### src/moving_average_jump_detector_top_assert.svh
// Assertion macros for the moving average jump detector top level.
`ifndef MOVING_AVERAGE_JUMP_DETECTOR_TOP_ASSERT_SVH
`define MOVING_AVERAGE_JUMP_DETECTOR_TOP_ASSERT_SVH

// Consequent checked in the same cycle as the antecedent.
`define MAVJD_ASSERT_SAME(label, ante, cons, msg) \
  label: assert property (@(posedge clk_i) disable iff (!rst_ni) (ante) |-> (cons)) \
    else $error(msg);

// Consequent checked in the cycle after the antecedent.
`define MAVJD_ASSERT_NEXT(label, ante, cons, msg) \
  label: assert property (@(posedge clk_i) disable iff (!rst_ni) (ante) |=> (cons)) \
    else $error(msg);

`endif

### src/mavjd_pkg.sv
// Shared constants, types and command/status structs for the jump detector.
package mavjd_pkg;

  localparam int WINDOW_DEF    = 3;
  localparam int FRAC_BITS_DEF = 8;

  localparam int SAMPLE_W = 16;
  localparam int POS_W    = 32;
  localparam int STAMP_W  = 32;
  localparam int AVG_W    = 24;
  localparam int THR_W    = 16;

  localparam logic [THR_W-1:0] THR_RESET = THR_W'(100);
  localparam logic [AVG_W-1:0] AVG_MAX   = '1;

  // tdata packing: sample | position_x | stamp
  localparam int IN_DATA_W  = SAMPLE_W + POS_W + STAMP_W;
  // tdata packing: average | out_x | out_stamp
  localparam int OUT_DATA_W = AVG_W + POS_W + STAMP_W;

  typedef enum logic {
    ST_IDLE,
    ST_BUSY
  } state_e;

  typedef struct packed {
    logic load;     // take the input request, start the divide
    logic publish;  // move the finished result into the output register
  } cmd_t;

  typedef struct packed {
    logic div_busy;
  } status_t;

endpackage

### src/moving_average_jump_detector_top.sv
// Top level of the moving average jump detector.
//
//  channel   | direction | handshake                       | payload
//  ----------+-----------+---------------------------------+----------------------------------
//  s_axis    | in        | s_axis_tvalid_i/s_axis_tready_o | tdata: sample, position_x, stamp
//  m_axis    | out       | m_axis_tvalid_o/m_axis_tready_i | tdata: average, out_x, out_stamp;
//            |           |                                 | tuser: fault_event
//  cfg       | in        | cfg_valid_i/cfg_ready_o         | fault_threshold (always ready)
//
// One request at a time. The mean goes through a restoring divider, one quotient
// bit per cycle; the next request is accepted only once the quotient is done and
// has moved into the output register.
// The finished result sits in an output register; the next request is accepted
// while it waits, and only a result that is still held stalls publication.
// Reset is asynchronous, active low, and takes effect at once; threshold resets to 100.
module moving_average_jump_detector_top #(
  parameter int WINDOW    = mavjd_pkg::WINDOW_DEF,     // 1..16
  parameter int FRAC_BITS = mavjd_pkg::FRAC_BITS_DEF   // 0..16
) (
  input  logic                             clk_i,
  input  logic                             rst_ni,
  // sample request
  input  logic                             s_axis_tvalid_i,
  output logic                             s_axis_tready_o,
  // [15:0] sample, [47:16] position_x, [79:48] stamp
  input  logic [mavjd_pkg::IN_DATA_W-1:0]  s_axis_tdata_i,
  // result
  output logic                             m_axis_tvalid_o,
  input  logic                             m_axis_tready_i,
  // [23:0] average, [55:24] out_x, [87:56] out_stamp
  output logic [mavjd_pkg::OUT_DATA_W-1:0] m_axis_tdata_o,
  // [0] fault_event
  output logic                             m_axis_tuser_o,
  // threshold write
  input  logic                             cfg_valid_i,
  output logic                             cfg_ready_o,
  input  logic [mavjd_pkg::THR_W-1:0]      cfg_data_i
);

  import mavjd_pkg::*;

  `include "moving_average_jump_detector_top_assert.svh"

  cmd_t    cmd;
  status_t status;

  // threshold register never blocks a write
  assign cfg_ready_o = 1'b1;

  mavjd_ctrl u_ctrl (
    .clk_i       (clk_i),
    .rst_ni      (rst_ni),
    .in_valid_i  (s_axis_tvalid_i),
    .in_ready_o  (s_axis_tready_o),
    .out_valid_o (m_axis_tvalid_o),
    .out_ready_i (m_axis_tready_i),
    .status_i    (status),
    .cmd_o       (cmd)
  );

  mavjd_dp #(
    .WINDOW    (WINDOW),
    .FRAC_BITS (FRAC_BITS)
  ) u_dp (
    .clk_i      (clk_i),
    .rst_ni     (rst_ni),
    .cmd_i      (cmd),
    .status_o   (status),
    .cfg_we_i   (cfg_valid_i && cfg_ready_o),
    .cfg_data_i (cfg_data_i),
    .in_data_i  (s_axis_tdata_i),
    .out_data_o (m_axis_tdata_o),
    .out_user_o (m_axis_tuser_o)
  );

  // an accepted request starts the divider on the next cycle
  `MAVJD_ASSERT_NEXT(a_start_div, s_axis_tvalid_i && s_axis_tready_o, status.div_busy, "divider did not start after request")
  // no new request while the divider is running
  `MAVJD_ASSERT_SAME(a_no_accept_busy, status.div_busy, !s_axis_tready_o, "ready while divider busy")

endmodule

### src/mavjd_div.sv
// Restoring divider, one quotient bit per cycle.
module mavjd_div #(
  parameter int DVD_W = 26,
  parameter int DVR_W = 2
) (
  input  logic             clk_i,
  input  logic             rst_ni,
  input  logic             start_i,
  input  logic [DVD_W-1:0] dividend_i,
  input  logic [DVR_W-1:0] divisor_i,
  output logic [DVD_W-1:0] quotient_o,
  output logic             busy_o
);

  localparam int CW = $clog2(DVD_W + 1);

  logic [CW-1:0]    cnt_q, cnt_d;
  logic [DVD_W-1:0] quo_q, quo_d;
  logic [DVR_W-1:0] rem_q, rem_d;
  logic [DVR_W-1:0] dvr_q;
  logic [DVR_W:0]   trial;
  logic             ge;

  assign trial = {rem_q, quo_q[DVD_W-1]};
  assign ge    = trial >= {1'b0, dvr_q};

  always_comb begin
    cnt_d = cnt_q;
    quo_d = quo_q;
    rem_d = rem_q;
    if (start_i) begin
      cnt_d = CW'(DVD_W);
      quo_d = dividend_i;
      rem_d = '0;
    end else if (busy_o) begin
      cnt_d = cnt_q - CW'(1);
      quo_d = {quo_q[DVD_W-2:0], ge};
      rem_d = ge ? DVR_W'(trial - {1'b0, dvr_q}) : trial[DVR_W-1:0];
    end
  end

  always_ff @(posedge clk_i or negedge rst_ni) begin
    if (!rst_ni) begin
      cnt_q <= '0;
    end else begin
      cnt_q <= cnt_d;
    end
  end

  always_ff @(posedge clk_i) begin
    quo_q <= quo_d;
    rem_q <= rem_d;
    if (start_i) begin
      dvr_q <= divisor_i;
    end
  end

  assign busy_o     = cnt_q != '0;
  assign quotient_o = quo_q;

endmodule

### src/mavjd_dp.sv
// Datapath: sample window, running sum, jump detector, divide and output register.
module mavjd_dp #(
  parameter int WINDOW    = mavjd_pkg::WINDOW_DEF,
  parameter int FRAC_BITS = mavjd_pkg::FRAC_BITS_DEF
) (
  input  logic                               clk_i,
  input  logic                               rst_ni,
  input  mavjd_pkg::cmd_t                    cmd_i,
  output mavjd_pkg::status_t                 status_o,
  input  logic                               cfg_we_i,
  input  logic [mavjd_pkg::THR_W-1:0]        cfg_data_i,
  input  logic [mavjd_pkg::IN_DATA_W-1:0]    in_data_i,
  output logic [mavjd_pkg::OUT_DATA_W-1:0]   out_data_o,
  output logic                               out_user_o
);

  import mavjd_pkg::*;

  localparam int SUM_W  = SAMPLE_W + $clog2(WINDOW);
  localparam int CNT_W  = $clog2(WINDOW + 1);
  localparam int SLOT_W = (WINDOW > 1) ? $clog2(WINDOW) : 1;
  localparam int DVD_W  = SUM_W + FRAC_BITS;

  logic [SAMPLE_W-1:0] sample;
  logic [POS_W-1:0]    pos;
  logic [STAMP_W-1:0]  stamp;

  assign sample = in_data_i[SAMPLE_W-1:0];
  assign pos    = in_data_i[SAMPLE_W +: POS_W];
  assign stamp  = in_data_i[SAMPLE_W+POS_W +: STAMP_W];

  logic [SAMPLE_W-1:0] win_q [WINDOW];
  logic [SUM_W-1:0]    sum_q, sum_d;
  logic [CNT_W-1:0]    fill_q, fill_d;
  logic [SLOT_W-1:0]   slot_q, slot_d;
  logic                latched_q, latched_d;
  logic [THR_W-1:0]    thr_q;
  logic [SAMPLE_W-1:0] prev_q;
  logic [POS_W-1:0]    pos_q;
  logic [STAMP_W-1:0]  stamp_q;
  logic                event_q, event_d;
  logic [OUT_DATA_W-1:0] out_data_q;
  logic                out_user_q;

  logic                full;
  logic [SAMPLE_W-1:0] oldest;
  logic                had_prev;
  logic [SAMPLE_W-1:0] diff;
  logic                jump;

  // window and running sum
  assign full   = fill_q == CNT_W'(WINDOW);
  assign oldest = full ? win_q[slot_q] : '0;
  assign sum_d  = sum_q - SUM_W'(oldest) + SUM_W'(sample);
  assign fill_d = full ? fill_q : fill_q + CNT_W'(1);
  assign slot_d = (slot_q == SLOT_W'(WINDOW - 1)) ? '0 : slot_q + SLOT_W'(1);

  // step-change detector; first sample makes no comparison
  assign had_prev  = fill_q != '0;
  assign diff      = (sample >= prev_q) ? sample - prev_q : prev_q - sample;
  assign jump      = diff > thr_q;
  assign event_d   = had_prev && jump && !latched_q;
  assign latched_d = had_prev ? jump : latched_q;

  always_ff @(posedge clk_i or negedge rst_ni) begin
    if (!rst_ni) begin
      sum_q     <= '0;
      fill_q    <= '0;
      slot_q    <= '0;
      latched_q <= 1'b0;
      thr_q     <= THR_RESET;
    end else begin
      if (cmd_i.load) begin
        sum_q     <= sum_d;
        fill_q    <= fill_d;
        slot_q    <= slot_d;
        latched_q <= latched_d;
      end
      if (cfg_we_i) begin
        thr_q <= cfg_data_i;
      end
    end
  end

  always_ff @(posedge clk_i) begin
    if (cmd_i.load) begin
      win_q[slot_q] <= sample;
      prev_q        <= sample;
      pos_q         <= pos;
      stamp_q       <= stamp;
      event_q       <= event_d;
    end
  end

  // mean = (sum << FRAC_BITS) / fill
  logic [DVD_W-1:0] quo;
  logic             div_busy;

  mavjd_div #(
    .DVD_W (DVD_W),
    .DVR_W (CNT_W)
  ) u_div (
    .clk_i      (clk_i),
    .rst_ni     (rst_ni),
    .start_i    (cmd_i.load),
    .dividend_i (DVD_W'(sum_d) << FRAC_BITS),
    .divisor_i  (fill_d),
    .quotient_o (quo),
    .busy_o     (div_busy)
  );

  logic [AVG_W-1:0] avg;

  generate
    if (DVD_W > AVG_W) begin : g_sat
      assign avg = (quo[DVD_W-1:AVG_W] != '0) ? AVG_MAX : quo[AVG_W-1:0];
    end else begin : g_nosat
      assign avg = AVG_W'(quo);
    end
  endgenerate

  always_ff @(posedge clk_i) begin
    if (cmd_i.publish) begin
      out_data_q <= {stamp_q, pos_q, avg};
      out_user_q <= event_q;
    end
  end

  assign status_o.div_busy = div_busy;
  assign out_data_o        = out_data_q;
  assign out_user_o        = out_user_q;

endmodule

### src/mavjd_ctrl.sv
// Controller: request sequencing and output register valid.
module mavjd_ctrl (
  input  logic               clk_i,
  input  logic               rst_ni,
  input  logic               in_valid_i,
  output logic               in_ready_o,
  output logic               out_valid_o,
  input  logic               out_ready_i,
  input  mavjd_pkg::status_t status_i,
  output mavjd_pkg::cmd_t    cmd_o
);

  import mavjd_pkg::*;

  state_e state_q, state_d;
  logic   out_valid_q, out_valid_d;
  logic   out_free;

  assign out_free = !out_valid_q || out_ready_i;

  always_comb begin
    state_d = state_q;
    case (state_q)
      ST_IDLE: begin
        if (in_valid_i) begin
          state_d = ST_BUSY;
        end
      end
      ST_BUSY: begin
        if (!status_i.div_busy && out_free) begin
          state_d = ST_IDLE;
        end
      end
      default: state_d = ST_IDLE;
    endcase
  end

  always_comb begin
    in_ready_o    = 1'b0;
    cmd_o.load    = 1'b0;
    cmd_o.publish = 1'b0;
    case (state_q)
      ST_IDLE: begin
        in_ready_o = 1'b1;
        cmd_o.load = in_valid_i;
      end
      ST_BUSY: begin
        cmd_o.publish = !status_i.div_busy && out_free;
      end
      default: ;
    endcase
    out_valid_d = cmd_o.publish || (out_valid_q && !out_ready_i);
  end

  always_ff @(posedge clk_i or negedge rst_ni) begin
    if (!rst_ni) begin
      state_q     <= ST_IDLE;
      out_valid_q <= 1'b0;
    end else begin
      state_q     <= state_d;
      out_valid_q <= out_valid_d;
    end
  end

  assign out_valid_o = out_valid_q;

endmodule
### config.mk
export PLATFORM = sky130hd
export DESIGN_NAME = moving_average_jump_detector_top
export DESIGN_NICKNAME = d
export VERILOG_FILES = /design/src/mavjd_pkg.sv /design/src/moving_average_jump_detector_top.sv /design/src/mavjd_div.sv /design/src/mavjd_dp.sv /design/src/mavjd_ctrl.sv
export VERILOG_INCLUDE_DIRS = /design/src /design/src/src
export SDC_FILE = /design/constraint.sdc
export NUM_CORES = 1
export LEC_CHECK = 0
export ABC_AREA = 1
export ABC_CLOCK_PERIOD_IN_PS = 8400
export BUFFER_PORTS_ARGS = -buffer_cell sky130_fd_sc_hd__buf_2
export CAP_MARGIN = 20
export CORE_MARGIN = 2
export CORE_UTILIZATION = 54
export CTS_BUF_LIST = sky130_fd_sc_hd__clkbuf_4 sky130_fd_sc_hd__clkbuf_8
export DETAILED_ROUTE_END_ITERATION = 7
export HOLD_SLACK_MARGIN = 0.1
export PLACE_DENSITY = 0.76
export SKIP_LAST_GASP = 1
export SLEW_MARGIN = 20
export SYNTH_ARGS = -nofsm -noshare
export SYNTH_HDL_FRONTEND = slang
export SYNTH_SLANG_ARGS = --single-unit
### constraint.sdc
create_clock -name clk_i -period 8.4 [get_ports clk_i]
set_clock_uncertainty 0.2 [all_clocks]
set_input_delay 0.84 -clock clk_i [delete_from_list [all_inputs] [get_ports clk_i]]
set_output_delay 0.84 -clock clk_i [all_outputs]
set_load 0.01 [all_outputs]
==> impl_metrics.yaml, run 1 <==
run_status:
  outcome: "completed"
critical_path:
  cpPeakStageDelay_ns: 0.90
  crit_slowest_cell: "nor2_1"
  critPathMaxFanout: 19
  crit_path_end_kind: "register"
  worstPathArrival_ns: 4.24
  crit_family: "simple AND/OR/NAND/NOR gates"
  r2r_start: "u_dp.slot_q[1]$_DFFE_PN0P_"
  required_ns: 8.51
  cp_common_cell: "nand2_1"
  path_class: "reg -> reg"
  cp_cell_sequence: "nor2_1 > nand2_1 > nand3_1 > nand2_1 > inv_1 > fa_1 > inv_1 > ha_1 > nand2_1 > nor2_1 > nand3_1 > nand3_1 > nand2_1 > nand2_1 > nand2_1 > nand3_1 > nand2_1"
  cp_num_buf_inv: 2
  reg2reg_slack_ns: 4.26
  timing.rr.end: "u_dp.u_div.quotient_o[21]$_DFFE_PP_"
  startpoint_type: "register"
  reg2regPathDepth: 17
logic_synthesis:
  syn_area_per_cell_um2: 10.2
  synth_area_leader_cell: "edfxtp_1"
  synth_nets: 1562
  netlist-cell-type-count: 45
  postSynthCellCount: 1375
  ys_top_cells_by_area: "edfxtp_1 (51%), nand2_1 (11%), dfrtp_1 (7.7%), inv_1 (6.9%), ha_1 (6.1%)"
  yosys_warnings: 0
  ys_seq_area_frac: 0.606
  synth_top_cell_area_share: 0.510
  synth-seq-cells: 294
  synth_area_um2: 14000
clock_network:
  cts_made_buffers: 47
  clkTransAtPathRegs_ns: 0.06
  cts_hold_buf: 1
  clock-sinks: 294
  postCtsSetupBuffers: 0
  cts_tree: "yes"
  clock_tree.root_cell: "clkbuf_8"
  clk_latency_ns: 0.56
  ctsLongestPathBuffers: 3
  post_cts_resized: 0
  htreeDepth: 2
detailed_routing:
  wl_um: 30100
  avgRoutedWirePerCell_um: 15.3
  viasPerCell: 5.01
  vias: 9844
  drt_iter0_markers: 909
  ant_nets: 0
  drc: 0
  dr.pass1.iters: 6
power:
  ir_drop_mv: 0.168
  powerDensity_nw_per_um2: 335
  power.leakage_nw: 7.76
  total_power_mw: 5.47
global_route:
  grt_pass1_wl_um: 47600
  grt_pass1_vias: 9770
  grt-ovfl-total: 0
  gr-usage-all-layers: 0.223
  grt_start_max_net_pins: 66
  antenna_found_initial: 0
placed_design:
  gp_congestion: 0.891
  portBuffers: 191
  dp_hpwl_um: 22200
sta:
  tightest_slew_ns: 1.08
  hold_violations: 0
  rsz0062_at_grt: "false"
  tns_ns: 0
  drv_slew: 0
  min_period_ns: 4.14
  relSlewSlack: 0.275
  max_clock_freq_ghz: 0.242
  setup-violations-final: 0
  period_share: 0.492
min_path:
  hold_path.class: "reg -> reg"
  hold_path.startpoint: "u_dp.stamp_q[20]$_DFFE_PP_"
  min_to: "u_dp.out_data_o[76]$_DFFE_PP_"
  hold_depth: 0
layout:
  area_growth_pct: 16.2
  n_fill_cell: 1970
  final_cell_mix: "nand2_1 (420), inv_1 (256), edfxtp_1 (238)"
  n_antenna_cell: 0
  final_layout_size_suffix_gt1_frac: 0.191
  nets: 1788
  layout_commonest_cell: "nand2_1"
floorplan:
  fp.dieW_um: 165
  ioPinCount: 193
  start_util: 0.554
  rows: 58
  die_height_um: 165
  dieArea_um2: 27300
  coreArea_um2: 25300
flow_run:
  maxCapViolations: 0
## routing by layer
layer	wire [um]	part of all wire	vias up	global-route usage
met3	2340	0.078	61	0.0422
li1	-	-	4873	-
met4	736	0.024	0	0.0763
met2	14500	0.48	364	0.382
met5	0	0	-	0
met1	12500	0.42	4546	0.285
## sequential cells by signal, indices dropped and copies added, names as in the netlist
signal,flops
u_dp.pos_q,32
u_dp.sum_q,18
u_dp.u_div.dvr_q,2
u_dp.prev_q,16
u_dp.latched_q,1
u_dp.u_div.cnt_q,5
u_ctrl.state_q,1
u_dp.u_div.rem_q,2
u_dp.fill_q,2
u_dp.out_data_o,88
u_dp.event_q,1
u_dp.win_q,48
u_dp.out_user_o,1
u_dp.stamp_q,32
u_dp.thr_q,16
u_dp.slot_q,2
u_dp.u_div.quotient_o,26
u_ctrl.out_valid_o,1
## worst register-to-register path, stage by stage (launching register included)
cell	delay (ns)
dfrtp_1	0.60
nor2_1	0.90
nand2_1	0.12
nand3_1	0.16
nand2_1	0.07
inv_1	0.09
fa_1	0.41
inv_1	0.07
ha_1	0.21
nand2_1	0.12
nor2_1	0.20
nand3_1	0.15
nand3_1	0.18
nand2_1	0.09
nand2_1	0.06
nand2_1	0.04
nand3_1	0.14
nand2_1	0.07
## worst max path at each step
stage | start | to | slack, ns | depth (start not counted)
after global placement | s_axis_tdata_i[0] | u_dp.event_q$_DFFE_PP_ | 4.23 | 21
after global routing | u_dp.slot_q[1]$_DFFE_PN0P_ | u_dp.u_div.quotient_o[13]$_DFFE_PP_ | 3.99 | 14
final | u_dp.slot_q[1]$_DFFE_PN0P_ | u_dp.u_div.quotient_o[21]$_DFFE_PP_ | 4.26 | 17
after CTS | u_dp.slot_q[1]$_DFFE_PN0P_ | u_dp.u_div.quotient_o[24]$_DFFE_PP_ | 4.37 | 15
after detailed placement | s_axis_tdata_i[0] | u_dp.event_q$_DFFE_PP_ | 4.19 | 22
after floorplan | u_dp.u_div.cnt_q[0]$_DFFE_PN0P_ | u_dp.out_data_o[0]$_SDFFCE_PP1P_ | 0.61 | 6
## layout make-up
type,count,area (um^2),area share
Sequential cell,294,8500,0.522
Clock inverter,24,204,0.0125
Clock buffer,60,744,0.0457
Inverter,263,990,0.0607
Tap cell,330,413,0.0253
Timing Repair Buffer,198,1010,0.0622
Multi-Input combinational cell,797,4440,0.272
## cells by family (layout without fill, tap and decap cells)
| kind of cell | Yosys count | after routing | synth area share |
|---|---|---|---|
| other | 1 | 1 | 0.000267 |
| XOR/XNOR | 18 | 18 | 0.0112 |
| AND/OR/NAND/NOR | 570 | 570 | 0.170 |
| adder cells (fa/ha/maj) | 86 | 86 | 0.0864 |
| AO/OA/AOI/OAI | 121 | 121 | 0.0465 |
| multiplexers | 1 | 1 | 0.000803 |
| flip-flops | 294 | 294 | 0.606 |
| buffers and inverters | 284 | 545 | 0.0783 |
## stage by stage
step	area (um^2)	setup WS, ns	hold slack [ns]	std cells	util
5_1_grt	16300	3.99	0.213	1966	0.644
6_report	16300	4.26	0.211	1966	0.644
4_1_cts	16300	4.37	0.212	1966	0.644
2_1_floorplan	14000	0.607	0.200	1375	-
3_3_place_gp	15300	4.23	0.200	1881	0.606
3_5_place_dp	15300	4.19	0.205	1881	0.606
## power by group
group,total [mW],internal [mW],switching [mW],leakage [nW]
Clock,1.22,0.680,0.544,0.499
Sequential,2.04,1.94,0.103,2.81
Combinational,2.20,0.741,1.46,4.45
Total,5.47,3.36,2.10,7.76
## cell usage after synthesis
cell,number
buf_1,2
nand4_2,1
nor2_4,2
o22ai_1,8
nand3b_1,4
clkinv_1,2
nand2_1,420
or2_2,2
a21oi_4,1
edfxtp_1,238
a21oi_1,45
nor2_1,43
a21oi_2,1
nand3_2,2
xnor2_1,1
a31oi_1,1
nor2_2,3
fa_1,18
and2_4,1
ha_1,68
a22oi_1,1
o21a_2,1
buf_12,1
clkbuf_1,12
nand3_4,2
buf_2,4
nand4_1,6
mux2_2,1
nand2_2,9
inv_1,257
nand3_1,62
inv_2,4
xor2_1,17
conb_1,1
and2_1,3
buf_4,1
dfxtp_1,10
o21bai_4,1
dfrtp_1,43
nor3_1,7
nand2_4,3
buf_6,1
o21ai_1,2
dfstp_2,3
o21ai_0,60
No activity file was read; power rests on OpenSTA's default activity.
==> run 2: changes to the inputs <==
Settings changed: ABC_CLOCK_PERIOD_IN_PS 8400 to 3600.
Clock period 8.4 ns to 3.6 ns, I/O delays scaled along.
==> impl_metrics.yaml, run 2 (synthesis gave the netlist of run 1 again) <==
floorplan:
  start_util: 0.554
  coreArea_um2: 25300
  ioPinCount: 193
  fp.dieW_um: 165
  dieArea_um2: 27300
  die_height_um: 165
  rows: 58
sta:
  relSlewSlack: 0.505
  rsz0062_at_grt: "true"
  min_period_ns: 3.41
  holdWs_ns: 0.142
  period_share: 0.948
  tns_ns: 0
  timing.final.ws_setup_ns: 0.189
  hold_violations: 0
  setup-violations-final: 0
  tightest_slew_ns: 0.742
  max_clock_freq_ghz: 0.293
  drv_slew: 0
flow_run:
  maxCapViolations: 0
layout:
  nets: 1926
  final_cell_mix: "nand2_1 (419), inv_1 (255), edfxtp_1 (238)"
  n_fill_cell: 1862
  regArea_um2: 8500
  n_antenna_cell: 0
  final_util: 0.702
  largest_reg_flops: 88
  final_layout_size_suffix_gt1_frac: 0.194
  layout_commonest_cell: "nand2_1"
  area_growth_pct: 26.7
  multi_input_area_um2: 4480
  final_area_um2: 17800
detailed_routing:
  avgRoutedWirePerCell_um: 16.1
  dr.pass1.iters: 7
  drc: 0
  drt_iter0_markers: 814
  viasPerCell: 4.98
  vias: 10500
  wl_um: 33800
  ant_nets: 0
critical_path:
  critPathMaxFanout: 15
  worstPathArrival_ns: 3.54
  cp_cell_sequence: "dlygate4sd3_1 > buf_2 > inv_1 > ha_1 > inv_1 > fa_2 > nand3_2 > nand3_2 > nand2_4 > nand3_4 > a21oi_4 > buf_12 > nand2_1 > nand2_1 > inv_1 > ha_1 > nand2_1 > inv_1 > nand3_1 > nor2_1 > nand3_1 > nand2_1 > nor2_1"
  required_ns: 3.73
  startpoint_type: "input pin"
  cp_num_buf_inv: 7
  crit_path_end: "u_dp.event_q$_DFFE_PP_"
  crit_family: "buffers and inverters"
  reg2reg_slack_ns: 0.28
  cp.depth: 23
  crit_path_end_kind: "register"
  crit_slowest_cell: "dlygate4sd3_1"
  r2r_start: "u_dp.slot_q[1]$_DFFE_PN0P_"
  reg2regPathDepth: 17
  critPathLaunch: "s_axis_tdata_i[0]"
  timing.rr.end: "u_dp.u_div.quotient_o[23]$_DFFE_PP_"
  path_class: "in -> reg"
  cpPeakStageDelay_ns: 0.54
placed_design:
  gp_congestion: 0.951
  portBuffers: 191
  dpl_cell_area_um2: 15400
  dp_hpwl_um: 22700
  post-place-ws_ns: 0.0734
global_route:
  grt_pass1_wl_um: 53400
  grt_pass1_vias: 10800
  grt_start_max_net_pins: 59
  antenna_found_initial: 0
  gr-usage-all-layers: 0.254
  grt-ovfl-total: 0
clock_network:
  clk_latency_ns: 0.57
  clock-sinks: 294
  htreeDepth: 2
  ctsLongestPathBuffers: 3
  cts_made_buffers: 46
  cts_tree: "yes"
  clkTransAtPathRegs_ns: 0.06
  clock_tree.root_cell: "clkbuf_8"
power:
  clockPowerShare: 0.226
  switchingPower_mw: 5.04
  p_int_mw: 8.10
  powerDensity_nw_per_um2: 740
  power.leakage_nw: 8.35
  p_comb_frac: 0.411
  p_sw_frac: 0.384
  ir_drop_mv: 0.454
  pwr-share-seq: 0.363
run_status:
  outcome: "completed"
min_path:
  hold_path.class: "in -> reg"
==> run 2: cell count changes in the layout (fill, tap and decap cells not counted), sizes merged <==
cell	before	now
clkinv	18	9
dlygate4sd3	1	129
clkbuf	60	74
inv	264	261
buf	197	208
bufinv	3	1
==> run 2: power by group through the flow <==
| stage | Clock, mW | Combinational, mW | Sequential [mW] |
|---|---|---|---|
| after floorplan | 0 | 3.76 | 4.84 |
| after global placement | 0 | 5.02 | 4.78 |
| after detailed placement | 0 | 5.17 | 4.81 |
| after CTS | 2.98 | 5.31 | 4.75 |
| after global routing | 3.18 | 6.26 | 4.83 |
| final | 2.97 | 5.40 | 4.77 |
==> run 2: worst min path at each step <==
stage | start | slack (ns) | endpoint | cells after the start
after floorplan | rst_ni | -0.14 | u_ctrl.out_valid_o$_DFF_PN0_ | 0
final | cfg_valid_i | 0.14 | u_dp.thr_q[1]$_DFFE_PN0P_ | 2
after detailed placement | rst_ni | 0.10 | u_dp.slot_q[0]$_DFFE_PN0P_ | 1
after global routing | cfg_valid_i | 0.17 | u_dp.thr_q[1]$_DFFE_PN0P_ | 2
after global placement | rst_ni | 0.1 | u_dp.slot_q[0]$_DFFE_PN0P_ | 1
after CTS | cfg_valid_i | 0.11 | u_dp.thr_q[1]$_DFFE_PN0P_ | 2
==> run 2: final cells by class <==
cell class / count / area share
multi-input combinational: 797 / 0.252
tap: 330 / 0.0232
timing repair buffer: 337 / 0.135
clock inverter: 10 / 0.00514
inverter: 263 / 0.0559
clock buffer: 74 / 0.0503
sequential: 294 / 0.478
==> run 2: worst reg2reg max path: stages (launching register included) <==
cell and delay (ns):
dfrtp_2 0.47, nor2_1 0.15, buf_4 0.20, nand2_1 0.07
nand3_1 0.09, nand2_1 0.05, inv_1 0.11, fa_1 0.42
inv_1 0.07, ha_1 0.28, nand2_1 0.11, inv_1 0.06
a21oi_1 0.26, inv_1 0.07, a21oi_1 0.17, nand3_1 0.09
nand3_1 0.14, nand2_1 0.07
==> run 2: metal layers <==
| layer | track usage | part of all wire | wire (um) | vias up |
|---|---|---|---|---|
| met4 | 0.101 | 0.034 | 1160 | 0 |
| met1 | 0.305 | 0.39 | 13200 | 4877 |
| met5 | 0 | 0 | 0 | - |
| met3 | 0.0452 | 0.067 | 2280 | 84 |
| met2 | 0.455 | 0.51 | 17200 | 367 |
| li1 | - | - | - | 5147 |
==> run 2: stage by stage <==
| stage | power, mW | std cells |
|---|---|---|
| global route | 14.3 | 2105 |
| CTS | 13.0 | 2103 |
| global placement | 9.80 | 1890 |
| detailed placement | 9.98 | 1890 |
| floorplan | 8.60 | 1375 |
| finish | 13.1 | 2105 |
==> run 2: timing repair <==
item / CTS / global route
hold buffers: 129 / 0
endpoints found under the hold margin: 189 / 0
resized for setup: 0 / 14
buffers inserted: 0 / 2
endpoints found under the setup margin: 0 / 8
==> run 3: changes to the inputs <==
Settings changed: ABC_CLOCK_PERIOD_IN_PS 3600 to 2800.
Clock period 3.6 ns to 2.8 ns, I/O delays scaled along.
==> impl_metrics.yaml, run 3 (synthesis gave the netlist of run 1 again) <==
run_status:
  outcome: "complete, but fails checks"
  violations: "setup timing"
min_path:
  min_to: "u_dp.sum_q[0]$_DFFE_PN0P_"
  hold_path.class: "in -> reg"
  hold_depth: 5
  hold_path.startpoint: "s_axis_tdata_i[0]"
floorplan:
  start_util: 0.554
  coreArea_um2: 25300
  dieArea_um2: 27300
  rows: 58
  fp.dieW_um: 165
  ioPinCount: 193
  die_height_um: 165
global_route:
  grtUsageMet1: 0.297
  grt_pass1_vias: 11600
  antenna_found_initial: 0
  gr-usage-all-layers: 0.263
  busiest_layer: "met2"
  grt-ovfl-total: 0
  grt_start_max_net_pins: 76
  gr-usage-met2: 0.496
  use_met3: 0.0417
  grt_pass1_wl_um: 55900
detailed_routing:
  wl_um: 38700
  viasPerCell: 5.14
  drt_iter0_markers: 859
  drc: 0
  avgRoutedWirePerCell_um: 17.3
  ant_nets: 0
  vias: 11500
  dr.pass1.iters: 5
layout:
  area_growth_pct: 42.5
  regArea_um2: 8500
  multi_input_area_um2: 5600
  largest_reg_flops: 88
  n_antenna_cell: 0
  layout_commonest_cell: "nand2_1"
  nets: 2053
  final_cell_mix: "nand2_1 (335), edfxtp_1 (238), inv_1 (220)"
  n_fill_cell: 1405
  final_area_um2: 20000
  final_layout_size_suffix_gt1_frac: 0.361
placed_design:
  dpl_cell_area_um2: 16500
  dp_hpwl_um: 22500
  post-place-ws_ns: -0.370
  portBuffers: 191
  gp_congestion: 0.897
sta:
  max_clock_freq_ghz: 0.314
  drv_slew: 0
  relSlewSlack: 0.507
  tightest_slew_ns: 0.739
  min_period_ns: 3.19
  rsz0062_at_grt: "true"
  hold_violations: 0
  setup-violations-final: 31
  period_share: 1.14
  timing.final.ws_setup_ns: -0.388
power:
  power.leakage_nw: 9.19
  ir_drop_mv: 0.671
  powerDensity_nw_per_um2: 1120
flow_run:
  maxCapViolations: 0
critical_path:
  critPathMaxFanout: 5
  path_class: "reg -> reg"
  crit_path_end_kind: "register"
  reg2reg_slack_ns: -0.39
  required_ns: 2.93
  r2r_start: "u_dp.slot_q[0]$_DFFE_PN0P_"
  reg2regPathDepth: 18
  startpoint_type: "register"
  worstPathArrival_ns: 3.32
  timing.rr.end: "u_dp.u_div.quotient_o[16]$_DFFE_PP_"
clock_network:
  clk_latency_ns: 0.59
  cts_made_buffers: 46
  htreeDepth: 2
  ctsLongestPathBuffers: 3
  cts_tree: "yes"
  clkTransAtPathRegs_ns: 0.07
  clock_tree.root_cell: "clkbuf_8"
  clock-sinks: 294
[run 3: cell count changes in the layout (fill, tap and decap cells not counted), moves of 19 or more]
| cell | delta |
|---|---|
| ha_4 | +29 |
| nand3_1 | -29 |
| inv_1 | -35 |
| nand2_2 | +63 |
| ha_1 | -24 |
| nand3_2 | +23 |
| nand2_4 | +21 |
| inv_2 | +36 |
| nand2_1 | -84 |
| buf_4 | +103 |
| o21ai_0 | -26 |
| a21oi_1 | -19 |
[run 3: per-stage QoR]
stage                     setup TNS [ns]  cells  hold WS, ns  utilization  total power [mW]
after global routing              -11.24   2234        0.119        0.789              23.6
after CTS                          -4.87   2228        0.183        0.759              19.4
final                              -7.69   2234       0.0806        0.789              22.4
after floorplan                   -74.23   1375       -0.216            -              11.7
after detailed placement           -6.75   2005       0.0349        0.652              14.5
after global placement             -4.79   2005       0.0335        0.652              14.2
[run 3: repair_timing]
action,4_1_cts,5_1_grt
resized for setup,77,207
pin swaps,36,85
endpoints found under the setup margin,33,36
endpoints found under the hold margin,213,0
hold buffers,133,0
cloned,0,1
buffers inserted,4,8
[run 3: layout make-up]
type,instances,share of cell area
clock buffers,66,0.0404
clock inverters,20,0.00939
inverters,263,0.0495
multi-input cells,797,0.280
flip-flops and latches,294,0.426
well taps,330,0.0207
repair buffers,464,0.174
[run 3: critical path: stages (launching register included)]
cell,delay [ns]
dfrtp_2,0.44
inv_2,0.09
nor2_4,0.06
buf_12,0.15
nand2_4,0.05
nand3_2,0.06
nand2_2,0.07
inv_2,0.04
fa_1,0.55
inv_2,0.05
ha_4,0.30
nand2_2,0.13
nor2_2,0.17
nand2_2,0.09
nand2_4,0.11
buf_6,0.10
a21oi_2,0.04
o21ai_1,0.12
o21ai_1,0.09
[run 3: worst max path at each step]
stage / startpoint / endpoint / slack, ns / cells after the start
detailed placement: s_axis_tdata_i[0] / u_dp.event_q$_DFFE_PP_ / -0.37 / 21
finish: u_dp.slot_q[0]$_DFFE_PN0P_ / u_dp.u_div.quotient_o[16]$_DFFE_PP_ / -0.39 / 18
global placement: s_axis_tdata_i[0] / u_dp.event_q$_DFFE_PP_ / -0.29 / 20
CTS: u_dp.slot_q[0]$_DFFE_PN0P_ / u_dp.u_div.quotient_o[16]$_DFFE_PP_ / -0.24 / 19
floorplan: u_dp.u_div.cnt_q[0]$_DFFE_PN0P_ / u_dp.out_data_o[0]$_SDFFCE_PP1P_ / -0.82 / 6
global route: u_dp.prev_q[0]$_DFFE_PP_ / u_dp.event_q$_DFFE_PP_ / -0.54 / 18
[run 3: where the power goes]
| group | switching (mW) | internal [mW] | leakage (nW) | total (mW) |
|---|---|---|---|---|
| logic | 7.18 | 5.15 | 5.86 | 12.3 |
| clock network | 1.76 | 2.16 | 0.518 | 3.92 |
| registers | 0.341 | 5.82 | 2.81 | 6.17 |
| total | 9.28 | 13.1 | 9.19 | 22.4 |
[run 3: per-layer routing]
layer	vias to the layer above	share of wire
li1	5414	-
met1	5462	0.37
met2	483	0.53
met3	123	0.058
met4	0	0.039
met5	-	0
